===== src/rtl/nibdec_pkg.sv =====
// ----------------------------------------------------------------------------
// nibdec_pkg: shared types and constants of the ADPCM nibble decoder
// Holds the step table, the index moves, the rule codes and register indexes.
// ----------------------------------------------------------------------------
package nibdec_pkg;

  // Step table position range
  localparam int unsigned  STEP_POS_W = 6;
  localparam logic [5:0]   STEP_LAST  = 6'd48;

  // Step values
  localparam int unsigned  STEP_W     = 11;
  localparam logic [10:0]  STEP_MAX   = 11'd1552;
  localparam logic [10:0]  STEP_PATCH = 11'd1522;

  // History clamps
  localparam logic signed [31:0] HIST15_MAX = 32'sd16383;
  localparam logic signed [31:0] HIST15_MIN = -32'sd16384;
  localparam logic signed [31:0] HIST16_MAX = 32'sd32767;
  localparam logic signed [31:0] HIST16_MIN = -32'sd32768;

  // Configuration port
  localparam int unsigned  ADDR_W = 4;
  localparam logic [1:0]   REG_VARIANT    = 2'd0;
  localparam logic [1:0]   REG_PCFX_MODE  = 2'd1;
  localparam logic [1:0]   REG_START_HIST = 2'd2;
  localparam logic [1:0]   REG_START_IDX  = 2'd3;

  // Decode rules (code 3 decodes as the scaled rule)
  localparam logic [1:0]   VAR_SCALED = 2'd0;
  localparam logic [1:0]   VAR_MULT   = 2'd1;
  localparam logic [1:0]   VAR_SHIFT  = 2'd2;

  // Mode bits of the scaled rule
  localparam int unsigned  MODE_DOUBLE_STEP = 0;
  localparam logic [1:0]   MODE_RAW_OUT     = 2'd1;

  // Nibble fields
  localparam int unsigned  CODE_SIGN = 3;

  // Step table lookup; positions past the end read the last entry
  function automatic logic [10:0] step_lookup(input logic [5:0] pos);
    logic [10:0] v;
    case (pos)
      6'd0:  v = 11'd16;   6'd1:  v = 11'd17;   6'd2:  v = 11'd19;   6'd3:  v = 11'd21;
      6'd4:  v = 11'd23;   6'd5:  v = 11'd25;   6'd6:  v = 11'd28;   6'd7:  v = 11'd31;
      6'd8:  v = 11'd34;   6'd9:  v = 11'd37;   6'd10: v = 11'd41;   6'd11: v = 11'd45;
      6'd12: v = 11'd50;   6'd13: v = 11'd55;   6'd14: v = 11'd60;   6'd15: v = 11'd66;
      6'd16: v = 11'd73;   6'd17: v = 11'd80;   6'd18: v = 11'd88;   6'd19: v = 11'd97;
      6'd20: v = 11'd107;  6'd21: v = 11'd118;  6'd22: v = 11'd130;  6'd23: v = 11'd143;
      6'd24: v = 11'd157;  6'd25: v = 11'd173;  6'd26: v = 11'd190;  6'd27: v = 11'd209;
      6'd28: v = 11'd230;  6'd29: v = 11'd253;  6'd30: v = 11'd279;  6'd31: v = 11'd307;
      6'd32: v = 11'd337;  6'd33: v = 11'd371;  6'd34: v = 11'd408;  6'd35: v = 11'd449;
      6'd36: v = 11'd494;  6'd37: v = 11'd544;  6'd38: v = 11'd598;  6'd39: v = 11'd658;
      6'd40: v = 11'd724;  6'd41: v = 11'd796;  6'd42: v = 11'd876;  6'd43: v = 11'd963;
      6'd44: v = 11'd1060; 6'd45: v = 11'd1166; 6'd46: v = 11'd1282; 6'd47: v = 11'd1411;
      default: v = STEP_MAX;
    endcase
    return v;
  endfunction

  // Next step position: down one for small magnitudes, up 2..8 otherwise, saturated
  function automatic logic [5:0] step_move(input logic [5:0] pos, input logic [2:0] mag);
    logic [6:0] up;
    logic [5:0] res;
    up = {1'b0, pos} + {3'b000, mag - 3'd3, 1'b0};
    if (!mag[2]) begin
      res = (pos == 6'd0) ? 6'd0 : pos - 6'd1;
    end else if (up > {1'b0, STEP_LAST}) begin
      res = STEP_LAST;
    end else begin
      res = up[5:0];
    end
    return res;
  endfunction

endpackage


===== src/rtl/oki_adpcm_nibble_decoder.sv =====
// ----------------------------------------------------------------------------
// oki_adpcm_nibble_decoder: 4-bit ADPCM code to 16-bit PCM sample
// One code per transfer, one sample per transfer. Predictor and step
// position update in the cycle the code is taken; a skid stage holds a
// sample while the output side stalls.
// ----------------------------------------------------------------------------
// Output: the sample is registered on the code transfer, or held in the skid register while the output stalls.
// Throughput: one code per cycle while in_stall is low, set by the combinational
//   predictor/step recurrence (one 11x5 multiply, a 32-bit add and, but for the multiply rule, a clamp).
// in_stall rises only when both the output and the skid register are full.
// Reset (rst, synchronous): clears history, step position, configuration registers, valids.
// ----------------------------------------------------------------------------
module oki_adpcm_nibble_decoder
  import nibdec_pkg::*;
(
  input  logic              clk,
  input  logic              rst,
  // code channel
  input  logic              in_valid,
  output logic              in_stall,
  input  logic [3:0]        code,
  input  logic              restart,
  // sample channel
  output logic              out_valid,
  input  logic              out_stall,
  output logic signed [15:0] sample,
  // configuration port
  input  logic              psel,
  input  logic              penable,
  input  logic              pwrite,
  input  logic [ADDR_W-1:0] paddr,
  input  logic [31:0]       pwdata,
  output logic [31:0]       prdata,
  output logic              pready
);

  // Configuration registers
  logic [1:0]        variant;
  logic [1:0]        pcfx_mode;
  logic signed [15:0] start_history;
  logic [5:0]        start_step_index;

  // Decoder state
  logic signed [31:0] history;
  logic [5:0]         step_pos;

  // Skid stage
  logic               skid_valid;
  logic signed [15:0] skid_sample;

  // Datapath
  logic               accept;
  logic               out_take;
  logic signed [31:0] hist_base;
  logic [5:0]         pos_base;
  logic [2:0]         mag;
  logic [10:0]        step_val;
  logic [10:0]        step_x;
  logic [4:0]         mult;
  logic [15:0]        prod;
  logic [15:0]        delta_mag;
  logic signed [31:0] hist_sum;
  logic signed [31:0] history_next;
  logic [5:0]         step_pos_next;
  logic signed [15:0] sample_next;

  assign pready   = 1'b1;
  assign in_stall = skid_valid;
  assign accept   = in_valid && !skid_valid;
  assign out_take = out_valid && !out_stall;

  // Register writes
  always_ff @(posedge clk) begin
    if (rst) begin
      variant          <= VAR_SCALED;
      pcfx_mode        <= 2'd0;
      start_history    <= 16'sd0;
      start_step_index <= 6'd0;
    end else if (psel && penable && pwrite && pready) begin
      case (paddr[3:2])
        REG_VARIANT:    variant          <= pwdata[1:0];
        REG_PCFX_MODE:  pcfx_mode        <= pwdata[1:0];
        REG_START_HIST: start_history    <= pwdata[15:0];
        REG_START_IDX:  start_step_index <= pwdata[5:0];
        default: ;
      endcase
    end
  end

  // Register reads
  always_comb begin
    case (paddr[3:2])
      REG_VARIANT:    prdata = {30'd0, variant};
      REG_PCFX_MODE:  prdata = {30'd0, pcfx_mode};
      REG_START_HIST: prdata = {16'd0, start_history};
      REG_START_IDX:  prdata = {26'd0, start_step_index};
      default:        prdata = 32'd0;
    endcase
  end

  // Starting point: live state or reload from registers
  always_comb begin
    if (restart) begin
      hist_base = 32'(start_history);
      pos_base  = (start_step_index > STEP_LAST) ? STEP_LAST : start_step_index;
    end else begin
      hist_base = history;
      pos_base  = step_pos;
    end
  end

  // Delta magnitude: one small multiply covers all rules
  always_comb begin
    mag      = code[2:0];
    step_val = step_lookup(pos_base);
    step_x   = step_val;
    case (variant)
      VAR_MULT:  mult = {1'b0, mag, 1'b1};
      VAR_SHIFT: mult = {mag, 1'b1, 1'b0};
      default: begin
        if (pcfx_mode[MODE_DOUBLE_STEP]) begin
          if (step_val == STEP_MAX) step_x = STEP_PATCH;
          mult = {({1'b0, mag} + 4'd1), 1'b0};
        end else begin
          mult = {1'b0, ({1'b0, mag} + 4'd1)};
        end
      end
    endcase
    prod      = {5'd0, step_x} * {11'd0, mult};
    delta_mag = (variant == VAR_MULT) ? {3'd0, prod[15:3]} : prod;
  end

  // History update, clamp and sample
  always_comb begin
    if (code[CODE_SIGN]) begin
      hist_sum = hist_base - $signed({16'd0, delta_mag});
    end else begin
      hist_sum = hist_base + $signed({16'd0, delta_mag});
    end
    case (variant)
      VAR_MULT: begin
        history_next = hist_sum;
        sample_next  = hist_sum[15:0];
      end
      VAR_SHIFT: begin
        if (hist_sum > HIST16_MAX)      history_next = HIST16_MAX;
        else if (hist_sum < HIST16_MIN) history_next = HIST16_MIN;
        else                            history_next = hist_sum;
        sample_next = history_next[15:0];
      end
      default: begin
        if (hist_sum > HIST15_MAX)      history_next = HIST15_MAX;
        else if (hist_sum < HIST15_MIN) history_next = HIST15_MIN;
        else                            history_next = hist_sum;
        sample_next = (pcfx_mode == MODE_RAW_OUT) ? history_next[15:0]
                                                  : {history_next[14:0], 1'b0};
      end
    endcase
    step_pos_next = step_move(pos_base, mag);
  end

  // State update on each code transfer
  always_ff @(posedge clk) begin
    if (rst) begin
      history  <= 32'sd0;
      step_pos <= 6'd0;
    end else if (accept) begin
      history  <= history_next;
      step_pos <= step_pos_next;
    end
  end

  // Output register with skid stage
  always_ff @(posedge clk) begin
    if (rst) begin
      out_valid  <= 1'b0;
      skid_valid <= 1'b0;
    end else if (skid_valid) begin
      if (out_take) begin
        sample     <= skid_sample;
        skid_valid <= 1'b0;
      end
    end else if (accept) begin
      if (out_valid && out_stall) begin
        skid_sample <= sample_next;
        skid_valid  <= 1'b1;
      end else begin
        sample    <= sample_next;
        out_valid <= 1'b1;
      end
    end else if (out_take) begin
      out_valid <= 1'b0;
    end
  end

  // Checks
  a_skid_needs_out: assert property (@(posedge clk) disable iff (rst)
    skid_valid |-> out_valid)
    else $error("skid holds a sample while the output is empty");

  a_skid_on_stall: assert property (@(posedge clk) disable iff (rst)
    $rose(skid_valid) |-> $past(out_valid && out_stall))
    else $error("skid filled without an output stall");

  a_step_range: assert property (@(posedge clk) disable iff (rst)
    step_pos <= STEP_LAST)
    else $error("step position past the table end");

  a_shift_clamp: assert property (@(posedge clk) disable iff (rst)
    (accept && variant == VAR_SHIFT) |=>
      (history <= HIST16_MAX && history >= HIST16_MIN))
    else $error("history outside 16-bit range after shift-add decode");

endmodule

===== config.mk =====
export PLATFORM = sky130hd
export DESIGN_NAME = oki_adpcm_nibble_decoder
export DESIGN_NICKNAME = d
export VERILOG_FILES = /design/src/rtl/nibdec_pkg.sv /design/src/rtl/oki_adpcm_nibble_decoder.sv
export SDC_FILE = /design/constraint.sdc
export NUM_CORES = 1
export LEC_CHECK = 0
export BUFFER_PORTS_ARGS = -buffer_cell sky130_fd_sc_hd__clkbuf_2
export CORE_MARGIN = 4
export CORE_UTILIZATION = 55
export DETAILED_ROUTE_END_ITERATION = 10
export PLACE_DENSITY_LB_ADDON = 0.15
export SLEW_MARGIN = 20
export SYNTH_ARGS = -nofsm -noshare
export SYNTH_HDL_FRONTEND = slang
export SYNTH_SLANG_ARGS = --single-unit

===== constraint.sdc =====
create_clock -name clk -period 15.6 [get_ports clk]
set_input_delay 2.34 -clock clk [delete_from_list [all_inputs] [get_ports clk]]
set_output_delay 2.34 -clock clk [all_outputs]
set_load 0.005 [all_outputs]

==> results of run 1 <==
==> worst max-delay path: cells and delay by family <==
| kind | cells | cell delay (ps) |
|---|---|---|
| fa+ha+maj | 6 | 2490 |
| buf+inv | 6 | 1430 |
| mux | 2 | 500 |
| compound gates | 15 | 4130 |
| simple gates | 11 | 2550 |
==> report_power, final <==
group          switching, mW  leakage (nW)  total [mW]  internal [mW]
registers            0.00810         0.827       0.305          0.297
logic                  0.408          3.80       0.653          0.245
clock network          0.111         0.150       0.225          0.114
total                  0.527          4.78        1.18          0.656
==> sequential cells by signal, summed over array words and instances, names as in the netlist <==
register / count
step_pos: 6
start_step_index: 6
history: 32
skid_sample: 16
variant: 2
start_history: 16
in_stall: 1
out_valid: 1
pcfx_mode: 2
sample: 16
==> metal layers <==
metal | part of all wire (%) | up-vias | GRT usage [%]
met5 | 0 | - | 0
li1 | - | 4995 | -
met4 | 1.3 | 0 | 6.236
met3 | 7.7 | 30 | 3.931
met2 | 46 | 365 | 44.07
met1 | 45 | 4808 | 38.13
==> cell families after synthesis <==
| family | Yosys count | share of synthesized area (%) |
|---|---|---|
| AO/OA/AOI/OAI | 433 | 28.37 |
| other | 2 | 0.06941 |
| flip-flops | 98 | 21.09 |
| XOR/XNOR | 44 | 3.562 |
| AND/OR/NAND/NOR | 446 | 19.51 |
| adder cells (fa/ha/maj) | 101 | 13.69 |
| multiplexers | 63 | 6.475 |
| buffers and inverters | 183 | 7.239 |
==> cell usage after synthesis, types with 7 or more instances <==
| master | n | share of area, % |
|---|---|---|
| buf_4 | 18 | 1.2 |
| ha_1 | 72 | 8.3 |
| o21ai_0 | 81 | 3.7 |
| o31ai_1 | 21 | 1.5 |
| xnor2_1 | 18 | 1.5 |
| a21oi_1 | 92 | 4.3 |
| dfxtp_1 | 66 | 12 |
| o21a_1 | 10 | 0.69 |
| clkbuf_1 | 52 | 1.8 |
| a221oi_1 | 28 | 2.3 |
| inv_1 | 86 | 3.0 |
| fa_1 | 29 | 5.4 |
| edfxtp_1 | 32 | 8.9 |
| a21o_1 | 34 | 2.4 |
| o221ai_2 | 7 | 0.97 |
| xor2_1 | 26 | 2.1 |
| a211oi_1 | 32 | 2.2 |
| nand4_1 | 13 | 0.75 |
| nand2_1 | 126 | 4.4 |
| nand2b_1 | 12 | 0.69 |
| nand3_1 | 26 | 1.2 |
| buf_2 | 17 | 0.79 |
| nor3_1 | 34 | 1.6 |
| nor2b_1 | 20 | 1.2 |
| and2_1 | 18 | 1.0 |
| mux2i_1 | 31 | 2.9 |
| o211ai_1 | 16 | 1.1 |
| a31oi_1 | 15 | 0.87 |
| or2_2 | 11 | 0.64 |
| or3_1 | 11 | 0.64 |
| nor2_1 | 144 | 5.0 |
| mux2_2 | 28 | 2.9 |
==> through the flow <==
step                      setup WS [ps]  area, um2  std cells  total power [mW]
after global placement             2088      11250       1641            0.9403
after floorplan                    3349      10880       1385            0.8025
after global routing               1413      11560       1657             1.265
final                              2231      11560       1657             1.183
after CTS                          2355      11560       1657             1.176
after detailed placement           2041      11260       1641            0.9484
==> layout make-up <==
class / instances / share of cell area [%]
clock buffer: 9 / 1.948
clock inverter: 7 / 0.6819
inverter: 90 / 2.922
multi-input combinational: 1104 / 67.75
sequential: 98 / 19.74
tap: 265 / 2.868
timing repair buffer: 84 / 4.091
==> final timing paths <==
path	startpoint	to	slack [ps]	cells after the start
worst min register to register	history[31]	history[31]	460	2
worst max-delay path	restart	sample[6]	2230	40
worst min-delay path	history[31]	history[31]	460	2
worst max register to register	start_step_index[5]	sample[6]	3900	38
==> summary.md, run 1 <==
| Metric | Value |
|---|---|
| Outcome | `finished clean` |
| Worst Tran Pin Value | `1016 ps` |
| Final net count | `1536` |
| Crit path largest cell delay | `620 ps` |
| Total wire length after detailed routing | `29910 um` |
| Violation count after the first detailed-routing iteration | `938` |
| Number of setup violations in the final report | `0` |
| Power per cell area | `102.4 nW/um2` |
| Count of input and output buffers | `63` |
| Critical Path Start Type | `input port` |
| Synth Instances | `1370` |
| Footprint of the multi-input gates | `7831 um2` |
| Most used flip-flop cell after synthesis | `dfxtp_1` |
| Pins Over Slew Limit | `0` |
| Max Clk Rate | `74.80 MHz` |
| Number of synthesized flops with an enable pin | `32` |
| VDD IR max | `64.70 uV` |
| Clk root buf | `clkbuf_16` |
| Number of global-route vias before repair | `9349` |
| Total via count after detailed routing | `10198` |
| Layout overhead on the synthesized area | `6.834%` |
| Max clock buf depth | `2` |
| Max Cap Violations | `0` |
| Clock slew at the register clock pins of the worst setup and hold paths | `70 ps` |
| Flip-flop and latch count after synthesis | `98` |
| Die height | `148.3 um` |
| WP data required | `15710 ps` |
| Worst min-delay path class | `reg -> reg` |
| Crit-path slowest cell | `a32oi_4` |
| Standard-cell row count | `51` |
| Fillers | `1826` |
| Vias per std cell | `6.154` |
| DRC errors left | `0` |
| Detail Placement HPWL | `23520 um` |
| Number of distinct library cell variants in the gate-level netlist after synthesis | `95` |
| Worst clock skew | `14.21 ps` |
| Crit path kind | `in -> reg` |
| Count of buffers added by post-CTS timing repair for setup | `0` |
| Most common cell after layout, fill and taps aside | `nor2_1` |
| Cell with the most instances on the worst path | `a21oi_1` |
| Post-Route Utilization | `59.59%` |
| Htree depth | `3` |
| Count of warnings emitted by yosys | `0` |
| Sequential element share of the synthesized area | `21.09%` |
| Die Outline Area | `21980 um2` |
| Skew-Pair Late Insertion Delay | `360 ps` |
| Mean instance size in the synthesized netlist | `7.898 um2` |
| CP Capture Type | `flop` |
| Final estimated routing congestion in global placement | `0.9326` |
| Standard cell core area | `19400 um2` |
| I/O pin count | `99` |
| Number of nets with antenna violations after routing | `0` |
| All-Layer GR Usage | `27.02%` |
| Wire per inst | `18.05 um` |
| Arrival time at the worst endpoint | `13480 ps` |
| Async set-or-reset flop fraction in the synthesized netlist | `0%` |
| RSZ-0062 raised after global routing | `false` |
| CTS Hold Buffers Added | `0` |
| Number of buffers added by the clock tree synthesis step | `9` |
| Sequential standard cell area | `2282 um2` |
| Global-route wire length before repair | `48580 um` |
| Clock tree from TritonCTS | `built` |
| Cells resized by post-CTS repair | `0` |
| DRT Pass-1 Iters | `6` |
| Leakage power figure | `4.776 nW` |
| Final hold vios | `0` |
| Initial antenna violation count | `0` |
| Commonest cells after routing, fill and taps aside | `144 x nor2_1, 126 x nand2_1, 92 x a21oi_1` |
| Final hold slack | `458.1 ps` |
| Largest net degree at the start of global routing | `55` |
| Maximum net fanout on the critical path | `38` |
| Final Cycle Share | `85.70%` |
| Share of cells above drive strength 1 | `13.79%` |
| Synthesized area | `10820 um2` |
| Number of clock sinks seen by CTS | `98` |
| Max_slew headroom | `31.97%` |
| Remaining Overflow, GRT | `0` |
| Starting utilization of the core area | `55.78%` |
| Aggregate negative setup slack | `0 ps` |
| Die Wd | `148.3 um` |
| Antenna diode count | `0` |
| Min Tclk post-route | `13370 ps` |
Note: power is estimated with default switching activity, not from simulation.
==> run 2, diff against run 1 <==
--- a/config.mk
+++ b/config.mk
@@ -9,6 +9,7 @@
 export CORE_MARGIN = 4
 export CORE_UTILIZATION = 55
 export DETAILED_ROUTE_END_ITERATION = 10
+export GPL_TIMING_DRIVEN = 0
 export PLACE_DENSITY_LB_ADDON = 0.15
 export SLEW_MARGIN = 20
 export SYNTH_ARGS = -nofsm -noshare
==> run 2 against run 1 <==
  * Sequential share of layout area shrank 0.51 points
  * Clock skew grew 2.0 ps
  * Worst hold slack lost 4.8 ps
  * Clock-buffer cell count grew 1
  * Non-clock buffer count grew 72
  * Critical endpoint is now history[29]
==> summary.md, run 2 (synthesis results as in run 1) <==
| Metric | Value |
|---|---|
| Cell with the most instances on the worst path | `ha_1` |
| Critical Path Start Type | `input port` |
| Post-Route Utilization | `61.18%` |
| Share of cells above drive strength 1 | `14.00%` |
| Htree depth | `3` |
| Initial antenna violation count | `0` |
| Final hold vios | `0` |
| Net switching power | `0.5444 mW` |
| Post-route setup slack | `1143 ps` |
| Largest net degree at the start of global routing | `20` |
| Clock tree from TritonCTS | `built` |
| Max Cap Violations | `0` |
| Remaining Overflow, GRT | `0` |
| Cells resized by post-CTS repair | `0` |
| Largest delay contributor family on the critical path | `compound AO/OA/AOI/OAI gates` |
| Global-route wire length before repair | `51850 um` |
| Arrival time at the worst endpoint | `14660 ps` |
| Footprint of the multi-input gates | `7834 um2` |
| Number of flip-flops in the largest register | `32` |
| Die height | `148.3 um` |
| Clock slew at the register clock pins of the worst setup and hold paths | `70 ps` |
| Final net count | `1608` |
| Number of nets with antenna violations after routing | `0` |
| Number of global-route vias before repair | `9871` |
| Worst clock skew | `16.17 ps` |
| CP Capture Type | `flop` |
| Antenna diode count | `0` |
| Pins Over Slew Limit | `0` |
| Wire per inst | `18.52 um` |
| Worst min-delay path class | `reg -> reg` |
| Number of clock sinks seen by CTS | `98` |
| Final std cells w/o fill | `1729` |
| CTS Hold Buffers Added | `0` |
| Number of buffers added by the clock tree synthesis step | `9` |
| WP data required | `15800 ps` |
| Final Cycle Share | `92.67%` |
| Placed Instance Area | `11550 um2` |
| Total via count after detailed routing | `10691` |
| Clk root buf | `clkbuf_16` |
| Final estimated routing congestion in global placement | `0.9416` |
| Min Tclk post-route | `14460 ps` |
| Crit path kind | `in -> reg` |
| Total wire length after detailed routing | `32020 um` |
| Area of all placed cells without fillers | `11870 um2` |
| DRC errors left | `0` |
| Clock power frac | `19.3%` |
| Crit-path slowest cell | `fa_1` |
| Pre-CTS worst setup slack | `1111 ps` |
| Net Sw Frac | `44.86%` |
| Top register by number of flip-flops | `history` |
| Max Clk Rate | `69.17 MHz` |
| RSZ-0062 raised after global routing | `false` |
| Bufs and invs on worst path | `7` |
| All-Layer GR Usage | `29.12%` |
| Outcome | `finished clean` |
| Combinational fraction of design power | `55.5%` |
| Standard cell core area | `19400 um2` |
| Max_slew headroom | `42.38%` |
| Layout overhead on the synthesized area | `9.690%` |
| Die Outline Area | `21980 um2` |
| I/O pin count | `99` |
| Crit path largest cell delay | `550 ps` |
| Count of buffers added by post-CTS timing repair for setup | `0` |
| Fillers | `1898` |
| Commonest cells after routing, fill and taps aside | `144 x nor2_1, 126 x nand2_1, 92 x a21oi_1` |
| Standard-cell row count | `51` |
| Starting utilization of the core area | `55.78%` |
| Detail Placement HPWL | `25970 um` |
| Design internal power | `0.6690 mW` |
| Power per cell area | `102.2 nW/um2` |
| Vias per std cell | `6.183` |
| Skew-Pair Late Insertion Delay | `360 ps` |
| Die Wd | `148.3 um` |
| Max clock buf depth | `2` |
| VDD IR max | `54.90 uV` |
| Total instance count after detailed placement | `1713` |
| Sequential standard cell area | `2282 um2` |
| Most common cell after layout, fill and taps aside | `nor2_1` |
| Violation count after the first detailed-routing iteration | `875` |
| Reg power frac | `25.2%` |
| Maximum net fanout on the critical path | `11` |
| Aggregate negative setup slack | `0 ps` |
| Count of input and output buffers | `61` |
| Number of setup violations in the final report | `0` |
| DRT Pass-1 Iters | `6` |
| Leakage power figure | `4.915 nW` |
| Worst Tran Pin Value | `857.8 ps` |
[run 2: worst min-delay path: cells and delay by family, from the launching register on]
kind / cells / cell delay, ps
AND/OR/NAND/NOR: 1 / 50
AO/OA/AOI/OAI: 1 / 50
flip-flops: 1 / 310
[run 2: power groups by stage]
stage | Combinational [mW] | Sequential [mW] | Clock [mW]
global route | 0.736 | 0.308 | 0.247
global placement | 0.645 | 0.311 | 0
floorplan | 0.492 | 0.310 | 0
finish | 0.674 | 0.305 | 0.234
detailed placement | 0.653 | 0.311 | 0
CTS | 0.659 | 0.305 | 0.236
[run 2: through the flow]
step	hold WS, ps	power [mW]
2_1_floorplan	431.2	0.8025
3_3_place_gp	437.5	0.9559
3_5_place_dp	443.1	0.9642
4_1_cts	452.7	1.201
5_1_grt	493.1	1.290
6_report	453.3	1.213
[run 2: area by class of cell]
cell class | instances | area share (%)
Clock inverter | 6 | 0.5376
Buffer | 93 | 3.753
Tap cell | 265 | 2.794
Inverter | 90 | 2.846
Timing Repair Buffer | 63 | 2.730
Clock buffer | 10 | 2.108
Sequential cell | 98 | 19.23
Multi-Input combinational cell | 1104 | 66.00
[run 2: path summary, 6_finish.rpt]
path                             from     endpoint  slack, ps  depth (start not counted)
setup reg to reg  start_step_index[5]  history[29]       2920                         41
hold reg to reg           history[31]  history[31]        450                          2
setup / recovery              restart  history[29]       1140                         41
hold / removal            history[31]  history[31]        450                          2
[run 2: routing by layer]
layer	routed length (um)	global-route usage (%)
met2	14430	46.02
met4	925	8.637
met3	2158	4.388
met1	14510	41.46
met5	0	0
